===== config.mk =====
export PLATFORM = sky130hd
export DESIGN_NAME = key_debounce_hold_repeat_flat
export DESIGN_NICKNAME = d
export VERILOG_FILES = /design/src/kdhr_pkg.sv /design/src/kdhr_if.sv /design/src/key_debounce_hold_repeat.sv /design/src/kdhr_key_lane.sv /design/src/kdhr_merge.sv /design/src/flat_wrapper.sv
export SDC_FILE = /design/constraint.sdc
export NUM_CORES = 1
export LEC_CHECK = 0
export ABC_CLOCK_PERIOD_IN_PS = 4980
export BUFFER_PORTS_ARGS = -buffer_cell sky130_fd_sc_hd__buf_4
export CORE_ASPECT_RATIO = 1.5
export CORE_MARGIN = 2
export CORE_UTILIZATION = 29
export DETAILED_ROUTE_END_ITERATION = 6
export PLACE_DENSITY = 0.45
export SLEW_MARGIN = 25
export SYNTH_ARGS = -nofsm -noshare
export SYNTH_HDL_FRONTEND = slang
export SYNTH_SLANG_ARGS = --single-unit

===== constraint.sdc =====
create_clock -name i_clk -period 4.98 [get_ports i_clk]
set_input_delay 1.494 -clock i_clk [delete_from_list [all_inputs] [get_ports i_clk]]
set_output_delay 1.494 -clock i_clk [all_outputs]
set_load 0.005 [all_outputs]

===== src/kdhr_pkg.sv =====
// kdhr_pkg: shared types and constants of the four-key debounce, hold and repeat block
// used by the interfaces, the key lanes, the output merge and the top level
`default_nettype none
package kdhr_pkg;

    localparam int unsigned KEY_COUNT = 4;
    localparam int unsigned CFG_INDEX_W = 3;
    localparam int unsigned CFG_DATA_W = 8;

    localparam logic [7:0] KEY_PORT_MASK = 8'h33;
    localparam logic [7:0] COUNT_CEILING = 8'hFE;

    // port pin of each key: set, on, mem, hall
    localparam int unsigned KEY_PIN [KEY_COUNT] = '{0, 1, 4, 5};

    // configuration register indexes
    localparam logic [CFG_INDEX_W-1:0] REG_DEBOUNCE_LIMIT  = 3'd0;
    localparam logic [CFG_INDEX_W-1:0] REG_REPEAT_INTERVAL = 3'd1;
    localparam logic [CFG_INDEX_W-1:0] REG_SET_HOLD_LIMIT  = 3'd2;
    localparam logic [CFG_INDEX_W-1:0] REG_ON_HOLD_LIMIT   = 3'd3;
    localparam logic [CFG_INDEX_W-1:0] REG_MEM_HOLD_LIMIT  = 3'd4;
    localparam logic [CFG_INDEX_W-1:0] REG_HALL_HOLD_LIMIT = 3'd5;
    localparam logic [CFG_INDEX_W-1:0] REG_REPEAT_ENABLE   = 3'd6;

    typedef struct packed {
        logic [7:0] debounce_limit;
        logic [7:0] repeat_interval;
        logic [7:0] hold_limit;
        logic       repeat_en;
    } t_lane_cfg;

    typedef struct packed {
        logic press;
        logic hold;
        logic rep;
        logic rel;
    } t_lane_flags;

    typedef struct packed {
        logic [KEY_COUNT-1:0] press_flags;
        logic [KEY_COUNT-1:0] hold_flags;
        logic [KEY_COUNT-1:0] repeat_flags;
        logic [KEY_COUNT-1:0] release_flags;
    } t_result;

    typedef struct packed {
        logic push;
        logic pop;
    } t_buf_ctrl;

endpackage
`default_nettype wire


===== src/kdhr_if.sv =====
// kdhr_if: valid/ready channel interfaces for scan beats, result beats and config writes
// depends on kdhr_pkg
`default_nettype none
interface kdhr_scan_if;
    logic       valid;
    logic       ready;
    logic [7:0] raw_port;
    logic [kdhr_pkg::KEY_COUNT-1:0] clear_release_mask;
    logic       clear_all;

    modport source (output valid, output raw_port, output clear_release_mask,
                    output clear_all, input ready);
    modport sink (input valid, input raw_port, input clear_release_mask,
                  input clear_all, output ready);
endinterface

interface kdhr_flags_if;
    logic valid;
    logic ready;
    logic [kdhr_pkg::KEY_COUNT-1:0] press_flags;
    logic [kdhr_pkg::KEY_COUNT-1:0] hold_flags;
    logic [kdhr_pkg::KEY_COUNT-1:0] repeat_flags;
    logic [kdhr_pkg::KEY_COUNT-1:0] release_flags;

    modport source (output valid, output press_flags, output hold_flags,
                    output repeat_flags, output release_flags, input ready);
    modport sink (input valid, input press_flags, input hold_flags,
                  input repeat_flags, input release_flags, output ready);
endinterface

interface kdhr_cfg_if;
    logic valid;
    logic ready;
    logic [kdhr_pkg::CFG_INDEX_W-1:0] index;
    logic [kdhr_pkg::CFG_DATA_W-1:0]  data;

    modport source (output valid, output index, output data, input ready);
    modport sink (input valid, input index, input data, output ready);
endinterface
`default_nettype wire


===== src/key_debounce_hold_repeat.sv =====
// key_debounce_hold_repeat: four-key debouncer with hold and auto-repeat detection
// a result beat enters the output buffer when its scan beat is taken and is offered once earlier beats are taken
// throughput: one scan beat per cycle while the output buffer is not full; four key lanes update in parallel
// a two-beat output buffer lets scan beats keep flowing while one result waits
// reset: synchronous, active low; all keys idle, flags cleared, registers to defaults
`default_nettype none
module key_debounce_hold_repeat (
    input  wire           i_clk,
    input  wire           i_rst_n,
    kdhr_scan_if.sink     i_scan,
    kdhr_cfg_if.sink      i_cfg,
    kdhr_flags_if.source  o_flags
);

    logic [7:0]                     r_debounce_limit;
    logic [7:0]                     r_repeat_interval;
    logic [7:0]                     r_hold_limit [kdhr_pkg::KEY_COUNT];
    logic [kdhr_pkg::KEY_COUNT-1:0] r_repeat_enable;

    logic                  scan_accept;
    logic                  can_accept;
    logic [7:0]            keys_down;
    kdhr_pkg::t_buf_ctrl   buf_ctrl;
    kdhr_pkg::t_lane_flags lane_flags [kdhr_pkg::KEY_COUNT];
    kdhr_pkg::t_result     result;

    assign i_cfg.ready = 1'b1;

    always_ff @(posedge i_clk) begin
        if (!i_rst_n) begin
            r_debounce_limit  <= 8'd2;
            r_repeat_interval <= 8'd10;
            for (int k = 0; k < kdhr_pkg::KEY_COUNT; k++) r_hold_limit[k] <= 8'd254;
            r_repeat_enable   <= '0;
        end else if (i_cfg.valid) begin
            unique case (i_cfg.index)
                kdhr_pkg::REG_DEBOUNCE_LIMIT:  r_debounce_limit  <= i_cfg.data;
                kdhr_pkg::REG_REPEAT_INTERVAL: r_repeat_interval <= i_cfg.data;
                kdhr_pkg::REG_SET_HOLD_LIMIT:  r_hold_limit[0]   <= i_cfg.data;
                kdhr_pkg::REG_ON_HOLD_LIMIT:   r_hold_limit[1]   <= i_cfg.data;
                kdhr_pkg::REG_MEM_HOLD_LIMIT:  r_hold_limit[2]   <= i_cfg.data;
                kdhr_pkg::REG_HALL_HOLD_LIMIT: r_hold_limit[3]   <= i_cfg.data;
                kdhr_pkg::REG_REPEAT_ENABLE:
                    r_repeat_enable <= i_cfg.data[kdhr_pkg::KEY_COUNT-1:0];
                default: ;
            endcase
        end
    end

    assign i_scan.ready  = can_accept;
    assign scan_accept   = i_scan.valid & can_accept;
    assign keys_down     = (i_scan.raw_port & kdhr_pkg::KEY_PORT_MASK) ^ kdhr_pkg::KEY_PORT_MASK;
    assign buf_ctrl.push = scan_accept;
    assign buf_ctrl.pop  = o_flags.valid & o_flags.ready;

    for (genvar k = 0; k < kdhr_pkg::KEY_COUNT; k++) begin : g_lane
        kdhr_pkg::t_lane_cfg lane_cfg;

        assign lane_cfg.debounce_limit  = r_debounce_limit;
        assign lane_cfg.repeat_interval = r_repeat_interval;
        assign lane_cfg.hold_limit      = r_hold_limit[k];
        assign lane_cfg.repeat_en       = r_repeat_enable[k];

        kdhr_key_lane u_lane (
            .i_clk        (i_clk),
            .i_rst_n      (i_rst_n),
            .i_accept     (scan_accept),
            .i_down       (keys_down[kdhr_pkg::KEY_PIN[k]]),
            .i_clear_all  (i_scan.clear_all),
            .i_clear_rel  (i_scan.clear_release_mask[k]),
            .i_cfg        (lane_cfg),
            .o_next_flags (lane_flags[k])
        );
    end

    kdhr_merge u_merge (
        .i_clk        (i_clk),
        .i_rst_n      (i_rst_n),
        .i_ctrl       (buf_ctrl),
        .i_lane_flags (lane_flags),
        .o_can_accept (can_accept),
        .o_valid      (o_flags.valid),
        .o_result     (result)
    );

    assign o_flags.press_flags   = result.press_flags;
    assign o_flags.hold_flags    = result.hold_flags;
    assign o_flags.repeat_flags  = result.repeat_flags;
    assign o_flags.release_flags = result.release_flags;

endmodule
`default_nettype wire


===== src/kdhr_key_lane.sv =====
// kdhr_key_lane: one key's idle/debounce/confirmed/release machine with its count and flags
// depends on kdhr_pkg
`default_nettype none
module kdhr_key_lane (
    input  wire                     i_clk,
    input  wire                     i_rst_n,
    input  wire                     i_accept,
    input  wire                     i_down,
    input  wire                     i_clear_all,
    input  wire                     i_clear_rel,
    input  kdhr_pkg::t_lane_cfg     i_cfg,
    output kdhr_pkg::t_lane_flags   o_next_flags
);

    typedef enum logic [1:0] {
        PH_IDLE,
        PH_DEBOUNCE,
        PH_CONFIRMED,
        PH_RELEASE
    } t_phase;

    t_phase                r_phase, n_phase, cur_phase;
    logic [7:0]            r_count, n_count, inc_count;
    logic                  r_latched, n_latched, cur_latched;
    kdhr_pkg::t_lane_flags r_flags, n_flags, cur_flags;

    always_comb begin
        // clear all first, then release acknowledge, then the scan
        cur_phase   = i_clear_all ? PH_IDLE : r_phase;
        cur_latched = i_clear_all ? 1'b0 : r_latched;
        cur_flags   = i_clear_all ? '0 : r_flags;
        cur_flags.rel = cur_flags.rel & ~i_clear_rel;

        n_phase   = cur_phase;
        n_latched = cur_latched;
        n_count   = r_count;
        n_flags   = cur_flags;
        inc_count = r_count + 8'd1;

        unique case (cur_phase)
            PH_IDLE: begin
                if (i_down) begin
                    n_count   = '0;
                    n_latched = 1'b1;
                    n_phase   = PH_DEBOUNCE;
                end
            end
            PH_DEBOUNCE: begin
                if (cur_latched == i_down) begin
                    n_count = inc_count;
                    if (inc_count > i_cfg.debounce_limit) begin
                        n_phase = PH_CONFIRMED;
                        if (i_down) n_flags.press = 1'b1;
                    end
                end else begin
                    n_phase = PH_IDLE;
                end
            end
            PH_CONFIRMED: begin
                if (cur_latched == i_down) begin
                    if (r_count < kdhr_pkg::COUNT_CEILING) n_count = inc_count;
                    if (n_count > i_cfg.hold_limit) begin
                        if (i_down) n_flags.hold = 1'b1;
                        if (i_cfg.repeat_en) begin
                            if (i_down) n_flags.rep = 1'b1;
                            n_count = i_cfg.hold_limit - i_cfg.repeat_interval;
                        end
                    end
                end else begin
                    n_phase = PH_RELEASE;
                end
            end
            PH_RELEASE: begin
                if (!i_down) begin
                    if (cur_latched) begin
                        n_flags.press = 1'b0;
                        n_flags.hold  = 1'b0;
                        n_flags.rep   = 1'b0;
                        n_flags.rel   = 1'b1;
                    end
                    n_phase = PH_IDLE;
                end
            end
            default: n_phase = PH_IDLE;
        endcase
    end

    always_ff @(posedge i_clk) begin
        if (!i_rst_n) begin
            r_phase   <= PH_IDLE;
            r_count   <= '0;
            r_latched <= 1'b0;
            r_flags   <= '0;
        end else if (i_accept) begin
            r_phase   <= n_phase;
            r_count   <= n_count;
            r_latched <= n_latched;
            r_flags   <= n_flags;
        end
    end

    assign o_next_flags = n_flags;

endmodule
`default_nettype wire


===== src/kdhr_merge.sv =====
// kdhr_merge: gathers the lane flags into one result and queues it in a two-beat output buffer
// depends on kdhr_pkg
`default_nettype none
module kdhr_merge (
    input  wire                     i_clk,
    input  wire                     i_rst_n,
    input  kdhr_pkg::t_buf_ctrl     i_ctrl,
    input  kdhr_pkg::t_lane_flags   i_lane_flags [kdhr_pkg::KEY_COUNT],
    output logic                    o_can_accept,
    output logic                    o_valid,
    output kdhr_pkg::t_result       o_result
);

    kdhr_pkg::t_result merged;
    kdhr_pkg::t_result r_head, r_tail;
    logic [1:0]        r_count;

    always_comb begin
        merged = '0;
        for (int k = 0; k < kdhr_pkg::KEY_COUNT; k++) begin
            merged.press_flags[k]   = i_lane_flags[k].press;
            merged.hold_flags[k]    = i_lane_flags[k].hold;
            merged.repeat_flags[k]  = i_lane_flags[k].rep;
            merged.release_flags[k] = i_lane_flags[k].rel;
        end
    end

    always_ff @(posedge i_clk) begin
        if (!i_rst_n) begin
            r_count <= '0;
        end else begin
            case ({i_ctrl.push, i_ctrl.pop})
                2'b10: begin
                    if (r_count == 2'd0) r_head <= merged;
                    else r_tail <= merged;
                    r_count <= r_count + 2'd1;
                end
                2'b01: begin
                    r_head  <= r_tail;
                    r_count <= r_count - 2'd1;
                end
                2'b11: begin
                    if (r_count == 2'd2) begin
                        r_head <= r_tail;
                        r_tail <= merged;
                    end else begin
                        r_head <= merged;
                    end
                end
                default: ;
            endcase
        end
    end

    assign o_can_accept = (r_count != 2'd2);
    assign o_valid      = (r_count != 2'd0);
    assign o_result     = r_head;

endmodule
`default_nettype wire


===== src/flat_wrapper.sv =====
// flat-port wrapper written by rule: the top's interface ports become plain ports
module key_debounce_hold_repeat_flat 
  (i_clk, i_rst_n, i_scan_valid, i_scan_raw_port, i_scan_clear_release_mask, i_scan_clear_all, i_scan_ready, i_cfg_valid, i_cfg_index, i_cfg_data, i_cfg_ready, o_flags_valid, o_flags_press_flags, o_flags_hold_flags, o_flags_repeat_flags, o_flags_release_flags, o_flags_ready);
  kdhr_scan_if i_scan_i ();
  kdhr_cfg_if i_cfg_i ();
  kdhr_flags_if o_flags_i ();
  input  wire i_clk;
  input  wire i_rst_n;
  input wire logic [$bits(i_scan_i.valid)-1:0] i_scan_valid;
  input wire logic [$bits(i_scan_i.raw_port)-1:0] i_scan_raw_port;
  input wire logic [$bits(i_scan_i.clear_release_mask)-1:0] i_scan_clear_release_mask;
  input wire logic [$bits(i_scan_i.clear_all)-1:0] i_scan_clear_all;
  output wire logic [$bits(i_scan_i.ready)-1:0] i_scan_ready;
  input wire logic [$bits(i_cfg_i.valid)-1:0] i_cfg_valid;
  input wire logic [$bits(i_cfg_i.index)-1:0] i_cfg_index;
  input wire logic [$bits(i_cfg_i.data)-1:0] i_cfg_data;
  output wire logic [$bits(i_cfg_i.ready)-1:0] i_cfg_ready;
  output wire logic [$bits(o_flags_i.valid)-1:0] o_flags_valid;
  output wire logic [$bits(o_flags_i.press_flags)-1:0] o_flags_press_flags;
  output wire logic [$bits(o_flags_i.hold_flags)-1:0] o_flags_hold_flags;
  output wire logic [$bits(o_flags_i.repeat_flags)-1:0] o_flags_repeat_flags;
  output wire logic [$bits(o_flags_i.release_flags)-1:0] o_flags_release_flags;
  input wire logic [$bits(o_flags_i.ready)-1:0] o_flags_ready;
  assign i_scan_i.valid = i_scan_valid;
  assign i_scan_i.raw_port = i_scan_raw_port;
  assign i_scan_i.clear_release_mask = i_scan_clear_release_mask;
  assign i_scan_i.clear_all = i_scan_clear_all;
  assign i_scan_ready = i_scan_i.ready;
  assign i_cfg_i.valid = i_cfg_valid;
  assign i_cfg_i.index = i_cfg_index;
  assign i_cfg_i.data = i_cfg_data;
  assign i_cfg_ready = i_cfg_i.ready;
  assign o_flags_valid = o_flags_i.valid;
  assign o_flags_press_flags = o_flags_i.press_flags;
  assign o_flags_hold_flags = o_flags_i.hold_flags;
  assign o_flags_repeat_flags = o_flags_i.repeat_flags;
  assign o_flags_release_flags = o_flags_i.release_flags;
  assign o_flags_i.ready = o_flags_ready;
  key_debounce_hold_repeat u_core (.i_clk(i_clk), .i_rst_n(i_rst_n), .i_scan(i_scan_i), .i_cfg(i_cfg_i), .o_flags(o_flags_i));
endmodule

==> results_dict.tcl <==
set metrics [dict create \
    highest_layer "met4" \
    cts_buffers 17 \
    grt_pass1_vias 9112 \
    routed-via-count 8988 \
    start_kind "input pin" \
    ys_types 83 \
    critPathKind "input pin to flop" \
    cp.required_ns 5.35 \
    postCtsSetupBuffers 0 \
    finish.utilization_pct 33.5 \
    synth-seq-cells 146 \
    instances_no_fill 1781 \
    track_usage_pct 16.1 \
    period_needed_ns 3.60 \
    critPathMaxFanout 19 \
    io_pins 48 \
    avgRoutedWirePerCell_um 17.1 \
    routed_wl_um 30400 \
    std_cell_rows 86 \
    finalHoldViolCount 0 \
    critPathMaxStageDelay_ns 0.37 \
    hold_buffers 0 \
    cts_resized 0 \
    drt_iter0_drc 377 \
    clock_latency_ns 0.45 \
    io_buffers 42 \
    gp_congestion 0.832 \
    ant_nets 0 \
    irDropWorstVdd_mv 0.181 \
    grt_pass1_wl_um 49100 \
    crit_chain "buf_4 > nor2b_1 > inv_1 > ha_1 > o21ai_0 > o2111ai_2 > nor3_2 > nand2_1 > o211ai_1" \
    num_antenna_cells 0 \
    finalClockSkew_ns 0.00975 \
    synth_area_um2 10900 \
    core_area_um2 36800 \
    max_freq_ghz 0.278 \
    die-area_um2 39100 \
    cts_root_buf "clkbuf_16" \
    tritoncts "done" \
    outcome "complete, no violations" \
    synth-edff-count 64 \
    drive_gt1_share_pct 10.7 \
    ys_seq_area_share_pct 32.8 \
    yosys_warnings 0 \
    tns_ns 0 \
    maxCapViolations 0 \
    die_y_um 241 \
    start_util_pct 29.5 \
    worst_slew_pin_slew_ns 0.942 \
    finalCritPeriodShare_pct 72.3 \
    placedCellCount 1749 \
    final_max_slew_viol_count 0 \
    die_w_um 162 \
    cts.sinks 146 \
    avgSynthCellArea_um2 8.66 \
    clk_pin_slew_ns 0.06 \
    synth_flop_cell "dfxtp_1" \
    critical_path.slowest_cell "ha_1" \
    htreeDepth 4 \
    endpoint_kind "flop" \
    synthCells 1255 \
    area.growth.synth_to_final_pct 13.4 \
    cellPowerDensity_nw_per_um2 300 \
    hp-class "flop to flop" \
    antenna_found_initial 0 \
    cp.arrival_ns 3.97 \
    wl_met2_um 15200 \
    overflow 0 \
    drc 0 \
    wl_met3_um 714 \
    power_leakage_uw 0.00504 \
    firstDrtPassIters 5 \
    synthArstFlopShare_pct 0 \
    rsz0062_at_grt "false" \
    met1_length_um 13300 \
    synthesis.nets 1411 \
    drt-vias-per-instance 5.05 \
    grt_max_degree 41 \
    max_slew_margin_pct 36.7 \
    cts_buffer_depth 2 \
    hpwl_um 23900 \
    setup_violations 0 \
    finalNetCount 1440 \
]
-- area by class of cell --
class                      count  area, µm²
multi-input combinational    977       6770
clock buffer                  23        532
sequential                   146       3560
inverter                      87        328
fill                        3915      24500
tap                          484        606
timing repair buffer          55        413
clock inverter                 9        113
-- registers in the layout (all words and copies together), names as in the netlist, 8 cells and up --
register	cells
u_core.g_lane.u_lane.r_flags	16
u_core.r_debounce_limit	8
u_core.u_merge.r_tail	16
u_core.r_hold_limit	32
u_core.g_lane.u_lane.r_phase	8
u_core.g_lane.u_lane.r_count	32
u_core.r_repeat_interval	8
u_core.u_merge.o_result	16
-- Yosys cell counts (all sizes together), types with 14 or more instances --
cell | number | area [µm²]
clkbuf | 24 | 91.3
nand3 | 39 | 195
nand2 | 115 | 442
inv | 85 | 319
edfxtp | 64 | 1920
a31oi | 22 | 153
or3 | 17 | 106
a22o | 15 | 131
nand2b | 51 | 319
o21ai | 100 | 504
o211ai | 19 | 148
nor2b | 23 | 156
buf | 21 | 128
a21oi | 119 | 599
nand4 | 24 | 150
xnor2 | 36 | 315
dfxtp | 82 | 1640
nor2 | 58 | 218
xor2 | 19 | 166
or2 | 23 | 144
mux2i | 14 | 140
ha | 123 | 1540
-- metrics by stage --
step	total power (µW)	area [µm²]	setup slack (ns)	hold slack, ns
detailed placement	2320	11700	0.936	0.450
finish	3690	12300	1.38	0.456
CTS	3740	12300	1.42	0.459
global route	3890	12300	1.12	0.486
floorplan	2040	10900	1.38	0.436
global placement	2310	11700	0.986	0.442
-- logic make-up (layout without fill, tap and decap cells) --
| family | after synthesis | after routing | synth area share, % |
|---|---|---|---|
| AOI/OAI and AO/OA | 365 | 365 | 21.1 |
| xor gates and xnor gates | 55 | 55 | 4.43 |
| adders and majority gates | 127 | 127 | 14.9 |
| buffers and inverters | 132 | 174 | 5.03 |
| DFF | 146 | 146 | 32.8 |
| muxes | 21 | 21 | 2.01 |
| other | 1 | 1 | 0.0345 |
| and+or+nand+nor | 408 | 408 | 19.7 |
-- worst paths after layout --
| check | cells past startpoint | to | slack, ns | startpoint |
|---|---|---|---|---|
| max reg2reg | 12 | u_core.g_lane[2].u_lane.r_count[2] | 1.61 | u_core.g_lane[2].u_lane.r_count[2] |
| min reg2reg | 2 | u_core.g_lane[1].u_lane.r_flags[0] | 0.46 | u_core.g_lane[1].u_lane.r_flags[0] |
| min | 2 | u_core.g_lane[1].u_lane.r_flags[0] | 0.46 | u_core.g_lane[1].u_lane.r_flags[0] |
| max | 9 | u_core.g_lane[3].u_lane.r_count[4] | 1.38 | i_scan_clear_all |
-- metal layers --
| metal | global-route usage, % | vias to the layer above |
|---|---|---|
| li1 | - | 4615 |
| met1 | 18.5 | 4165 |
| met3 | 1.87 | 60 |
| met4 | 8.37 | 0 |
| met2 | 29.3 | 148 |
| met5 | 0 | - |
-- where the power goes --
part / switching [µW] / internal, µW
Sequential: 72.9 / 1360
Clock: 547 / 857
Combinational: 516 / 335
Total: 1140 / 2560
-- cell usage in the layout, fill, tap and decap left out, types with 22 or more instances in the layout --
cell type and instances:
nor2_1 57, nand2_1 113, a21oi_1 118, nand2b_1 51, nand4_1 24, edfxtp_1 64, ha_1 123, nand3_1 39
dfxtp_1 82, or2_2 22, buf_4 55, xnor2_1 36, o21ai_0 88, inv_1 84
-- critical path: cells and delay by family --
family | cells | cell delay [ns]
AO/OA/AOI/OAI | 3 | 0.90
adder cells (fa/ha/maj) | 1 | 0.37
buffers and inverters | 2 | 0.33
AND/OR/NAND/NOR | 3 | 0.86
Note: power is estimated with default switching activity, not from simulation.
